<file path="config.mk">
export PLATFORM = sky130hd
export DESIGN_NAME = isrt_ctrl
export DESIGN_NICKNAME = d
export VERILOG_FILES = /design/src/rtl/core/isrt_pkg.sv /design/src/rtl/core/isrt_ctrl.sv
export SDC_FILE = /design/constraint.sdc
export NUM_CORES = 1
export LEC_CHECK = 0
export CELL_PAD_IN_SITES_DETAIL_PLACEMENT = 2
export CELL_PAD_IN_SITES_GLOBAL_PLACEMENT = 2
export CORE_AREA = 2 2 39 41
export CTS_CLUSTER_DIAMETER = 120
export DETAILED_ROUTE_END_ITERATION = 8
export DIE_AREA = 0 0 41 43
export DONT_BUFFER_PORTS = 1
export PLACE_DENSITY_LB_ADDON = 0.1
export SLEW_MARGIN = 0
export SYNTH_ARGS = -nofsm -noshare
export SYNTH_HDL_FRONTEND = slang
export SYNTH_SLANG_ARGS = --single-unit
export TNS_END_PERCENT = 30
</file>
<file path="constraint.sdc">
create_clock -name clk -period 1.2 [get_ports clk]
set_input_delay 0.06 -clock clk [delete_from_list [all_inputs] [get_ports clk]]
set_output_delay 0.06 -clock clk [all_outputs]
set_load 0.03 [all_outputs]
</file>
<file path="src/rtl/core/isrt_pkg.sv">
// Shared types and constants for the insertion sorter.
// No dependencies; imported by every module of the block.
package isrt_pkg;

  localparam int VALUE_WIDTH = 32;

  typedef logic signed [VALUE_WIDTH-1:0] isrt_val_t;

  typedef struct packed {
    isrt_val_t value;
    logic      last;
  } isrt_in_t;

  typedef struct packed {
    isrt_val_t sorted_value;
    logic      final_res;
    logic      overflow;
  } isrt_out_t;

  // Commands from the controller to the datapath.
  typedef struct packed {
    logic load;
    logic shift;
  } isrt_cmd_t;

  // Status from the datapath to the controller.
  typedef struct packed {
    logic last_one;
  } isrt_sts_t;

endpackage

</file>
<file path="src/rtl/core/isrt_ctrl.sv">
// Controller of the insertion sorter: load and emit phases, handshake registers.
// Depends on isrt_pkg.
module isrt_ctrl import isrt_pkg::*; (
  input  logic      clk,
  input  logic      rst_n,
  input  logic      in_valid,
  input  logic      in_last,
  output logic      in_stall,
  output logic      out_valid,
  input  logic      out_stall,
  input  isrt_sts_t sts,
  output isrt_cmd_t cmd
);

  typedef enum logic {
    ST_LOAD,
    ST_EMIT
  } state_t;

  state_t state_r, state_nxt;
  logic   in_stall_r, in_stall_nxt;
  logic   out_valid_r, out_valid_nxt;
  logic   in_accept, out_accept;

  assign in_accept  = in_valid && !in_stall_r;
  assign out_accept = out_valid_r && !out_stall;

  always_comb begin
    state_nxt     = state_r;
    in_stall_nxt  = in_stall_r;
    out_valid_nxt = out_valid_r;
    case (state_r)
      ST_LOAD: begin
        if (in_accept && in_last) begin
          state_nxt     = ST_EMIT;
          in_stall_nxt  = 1'b1;
          out_valid_nxt = 1'b1;
        end
      end
      ST_EMIT: begin
        if (out_accept && sts.last_one) begin
          state_nxt     = ST_LOAD;
          in_stall_nxt  = 1'b0;
          out_valid_nxt = 1'b0;
        end
      end
      default: begin
        state_nxt     = ST_LOAD;
        in_stall_nxt  = 1'b0;
        out_valid_nxt = 1'b0;
      end
    endcase
  end

  always_ff @(posedge clk) begin
    if (!rst_n) begin
      state_r     <= ST_LOAD;
      in_stall_r  <= 1'b0;
      out_valid_r <= 1'b0;
    end else begin
      state_r     <= state_nxt;
      in_stall_r  <= in_stall_nxt;
      out_valid_r <= out_valid_nxt;
    end
  end

  assign in_stall  = in_stall_r;
  assign out_valid = out_valid_r;
  assign cmd.load  = in_accept;
  assign cmd.shift = out_accept;

endmodule

</file>
# Yosys cells after proc, flatten, opt, wreduce, memory -nomap -nowiden
# Cells that the tools add are included.
[op_classes]
reduce_logical = 7
eq_ne = 2
bitwise = 1
mux = 6
[op_table]
columns = ["operator", "count"]
rows = [
  ["1-bit logical AND", 4],
  ["1-bit 2-to-1 mux", 4],
  ["1-bit case mux with 2 select lines", 2],
  ["1-bit zero test", 2],
  ["2-bit by 1-bit inequality test with 1-bit output, second input constant", 1],
  ["2-bit inequality test, second input constant", 1],
  ["2-bit AND reduction", 1],
  ["1-bit NOT", 1],
]
[word_totals]
regBits = 2
word_cells = 18
output_inout_bits = 4
input_bits = 6

# Logic depth before layout (Yosys ltp)
[depth]
word_depth = 5
depth_mapped = 2
mapped_depth_nobuf = 2

# Worst setup path after synthesis
# OpenSTA, ideal clock, no wires.
[synth_timing]
kind = "reg2out"
start = "register out_valid_r (netlist: out_valid)"
end = "output port cmd[0] (netlist bit)"
stages_incl_launch_ff = 3
n_path_buf = 1
t_arrival_ns = 0.887
setup_slack_ns = 0.253
required_time_ns = 1.140
path_cell_list = "dfxtp_1 -> nor2b_1 -> buf_4"
[synth_via]
elab_chain_len = 1
[synth_lines]
columns = ["item", "line_no", "source"]
rows = [
  ["start, declared", "isrt_ctrl.sv:22", "logic out_valid_r, out_valid_nxt;"],
  ["start signal, assigned", "isrt_ctrl.sv:63", "out_valid_r <= out_valid_nxt;"],
  ["1-bit logical AND", "isrt_ctrl.sv:26", "assign out_accept = out_valid_r && !out_stall;"],
  ["end, declared", "isrt_ctrl.sv:12", "output isrt_cmd_t cmd"],
]
# No other way between the ends.

==> impl_metrics.env <==
export IMPL_grt_pass1_wl_um=524
export IMPL_irDropWorstVdd_mv=0.371
export IMPL_final_nets=28
export IMPL_clock_root_buffer="clkbuf_4"
export IMPL_die_area_mm2=0.00176
export IMPL_hold_path_depth=2
export IMPL_r2r_start="state_r"
export IMPL_synth_nets=22
export IMPL_drive_gt1_frac=0.500
export IMPL_drv_slew=0
export IMPL_synthTopCellsByArea="dfxtp_1 28%, o32ai_2 23%, buf_4 16%"
export IMPL_finalCritPeriodShare=0.848
export IMPL_worstSetupPathType="flip-flop to primary output"
export IMPL_diodes=0
export IMPL_ctsResizeCount=0
export IMPL_power_leakage_uw=0.0000837
export IMPL_htreeDepth=1
export IMPL_grt_overflow=0
export IMPL_ant_nets=0
export IMPL_tightest_slew_ps=207
export IMPL_drc_errors=0
export IMPL_cts_sinks=2
export IMPL_setup_tns_final_ps=0
export IMPL_period_needed_ps=1020
export IMPL_r2r_setup_slack_ps=440
export IMPL_die_width_um=41
export IMPL_syn_avg_cell_area_um2=8.91
export IMPL_crit_fanout=6
export IMPL_worst_setup_path_start_kind="flip-flop"
export IMPL_rsz0062_at_grt="no"
export IMPL_max_slew_margin_rel=0.862
export IMPL_yosysWarningCount=0
export IMPL_clkTransAtPathRegs_ps=30
export IMPL_grt_antenna_before_repair=0
export IMPL_maxCapViolCount=0
export IMPL_holdBufCountCts=0
export IMPL_ys_seq_area_frac=0.281
export IMPL_synth_top_area_cell="dfxtp_1"
export IMPL_r2r_cells=2
export IMPL_setup_viol=0
export IMPL_finalClockSkew_ps=2.94
export IMPL_design_core_area_mm2=0.00138
export IMPL_die_height_um=43
export IMPL_worstHoldStart="rst_n"
export IMPL_ys_ff_latch=2
export IMPL_status="complete, no violations"
export IMPL_critPathCaptureType="primary output"
export IMPL_syn_inst=16
export IMPL_wirelength_um=333
export IMPL_place_worst_setup_slack_ps=389
export IMPL_numPortBuffers=0
export IMPL_hold_viol=0
export IMPL_crit_arrival_ps=960
export IMPL_final_util=0.139
export IMPL_required_ps=1140
export IMPL_worst_hold_path_endpoint="state_r"
export IMPL_cts_buffers=3
export IMPL_clock_latency_ps=220
export IMPL_fmax_mhz=982
export IMPL_holdWs_ps=13.3
export IMPL_area_growth_pct=35.1
export IMPL_drtIter0Drc=2
export IMPL_cts_tree="done"
export IMPL_crit_chain="nor2b_1 -> buf_4"
export IMPL_final_setup_worst_slack_ps=182
export IMPL_grt_max_degree=7
export IMPL_core_rowCount=14
export IMPL_io_pins=10
export IMPL_synth_distinct_cells=8
export IMPL_grt_pass1_vias=136
export IMPL_cts_setup_buffers=0
export IMPL_grtUsageTotal=0.0541
export IMPL_cp_startpoint="out_valid"
export IMPL_initial_core_util=0.103
export IMPL_vias=122
export IMPL_slowest_stage="dfxtp_1"
export IMPL_wire_per_inst_um=9.25
export IMPL_dpl_cell_count=33
export IMPL_vias_per_cell=3.39
export IMPL_drt_pass1_iterations=2
export IMPL_p_per_area_mw_per_mm2=1550
export IMPL_rr_endpoint="out_valid"
export IMPL_cpPeakStageDelay_ps=420
export IMPL_final_cells=36
export IMPL_synth_area_um2=143
export IMPL_hold_path_class="input pin to flip-flop"
export IMPL_synth_top_area_frac=0.281
export IMPL_place_gp_congestion=0.545
export IMPL_cts_max_path_buffers=2
-- critical path: cells and delay by family, from the launching register on --
kind | cells | cell delay [ps]
and+or+nand+nor | 1 | 160
DFF | 1 | 420
buffers and inverters | 1 | 160
-- where the power goes --
part	switching (µW)	internal [µW]	total (µW)
Clock	34.3	110	144
Sequential	11.7	75.9	87.5
Combinational	37.4	29.3	66.6
Total	83.3	215	298
-- kinds of logic (layout without fill, tap and decap cells) --
| logic type | after synthesis | after routing | share of synthesized area |
|---|---|---|---|
| buffers and inverters | 4 | 8 | 0.184 |
| flip-flops | 2 | 2 | 0.281 |
| AO/OA/AOI/OAI | 3 | 3 | 0.263 |
| AND/OR/NAND/NOR | 7 | 7 | 0.272 |
-- metrics by stage --
step / instance area (µm²) / total power [µW]
after floorplan: 143 / 144
after global placement: 170 / 159
after detailed placement: 170 / 157
after CTS: 193 / 311
after global routing: 193 / 329
final: 193 / 298
-- cells in the mapped netlist --
library cell,n
o32ai_2,2
dfxtp_1,2
inv_2,1
nand2_1,3
and3b_1,1
nor2b_1,3
buf_4,3
a21oi_1,1
-- area by class of cell --
class                   count  area, µm²
flip-flops and latches      2       40.0
repair buffers              4       30.0
well taps                  16       20.0
multi-input cells          10       76.3
clock buffers               3       22.5
fillers                   163       1190
inverters                   1       3.75
-- layer usage --
metal / share of wire / GRT usage / vias to the layer above
met2: 0.44 / 0.0594 / 6
met1: 0.39 / 0.0447 / 53
met3: 0.14 / 0.0785 / 2
met5: 0 / 0 / -
li1: - / - / 61
met4: 0.024 / 0.0400 / 0
-- worst max-delay path by stage --
stage	endpoint	cells past startpoint
2_1_floorplan	cmd[0]	2
4_1_cts	cmd[0]	2
3_5_place_dp	cmd[0]	2
5_1_grt	cmd[0]	2
3_3_place_gp	cmd[0]	2
6_report	cmd[0]	2
-- registers in the layout, indices dropped and copies added (netlist names) --
register,cells
out_valid,1
state_r,1
-- cells in the final DEF, fill, tap and decap left out --
master / count
dfxtp_1: 2
and3b_1: 1
nor2b_1: 3
buf_4: 4
o32ai_2: 2
inv_2: 1
nand2_1: 3
clkbuf_4: 3
a21oi_1: 1
(Power assumes the default switching activity.)
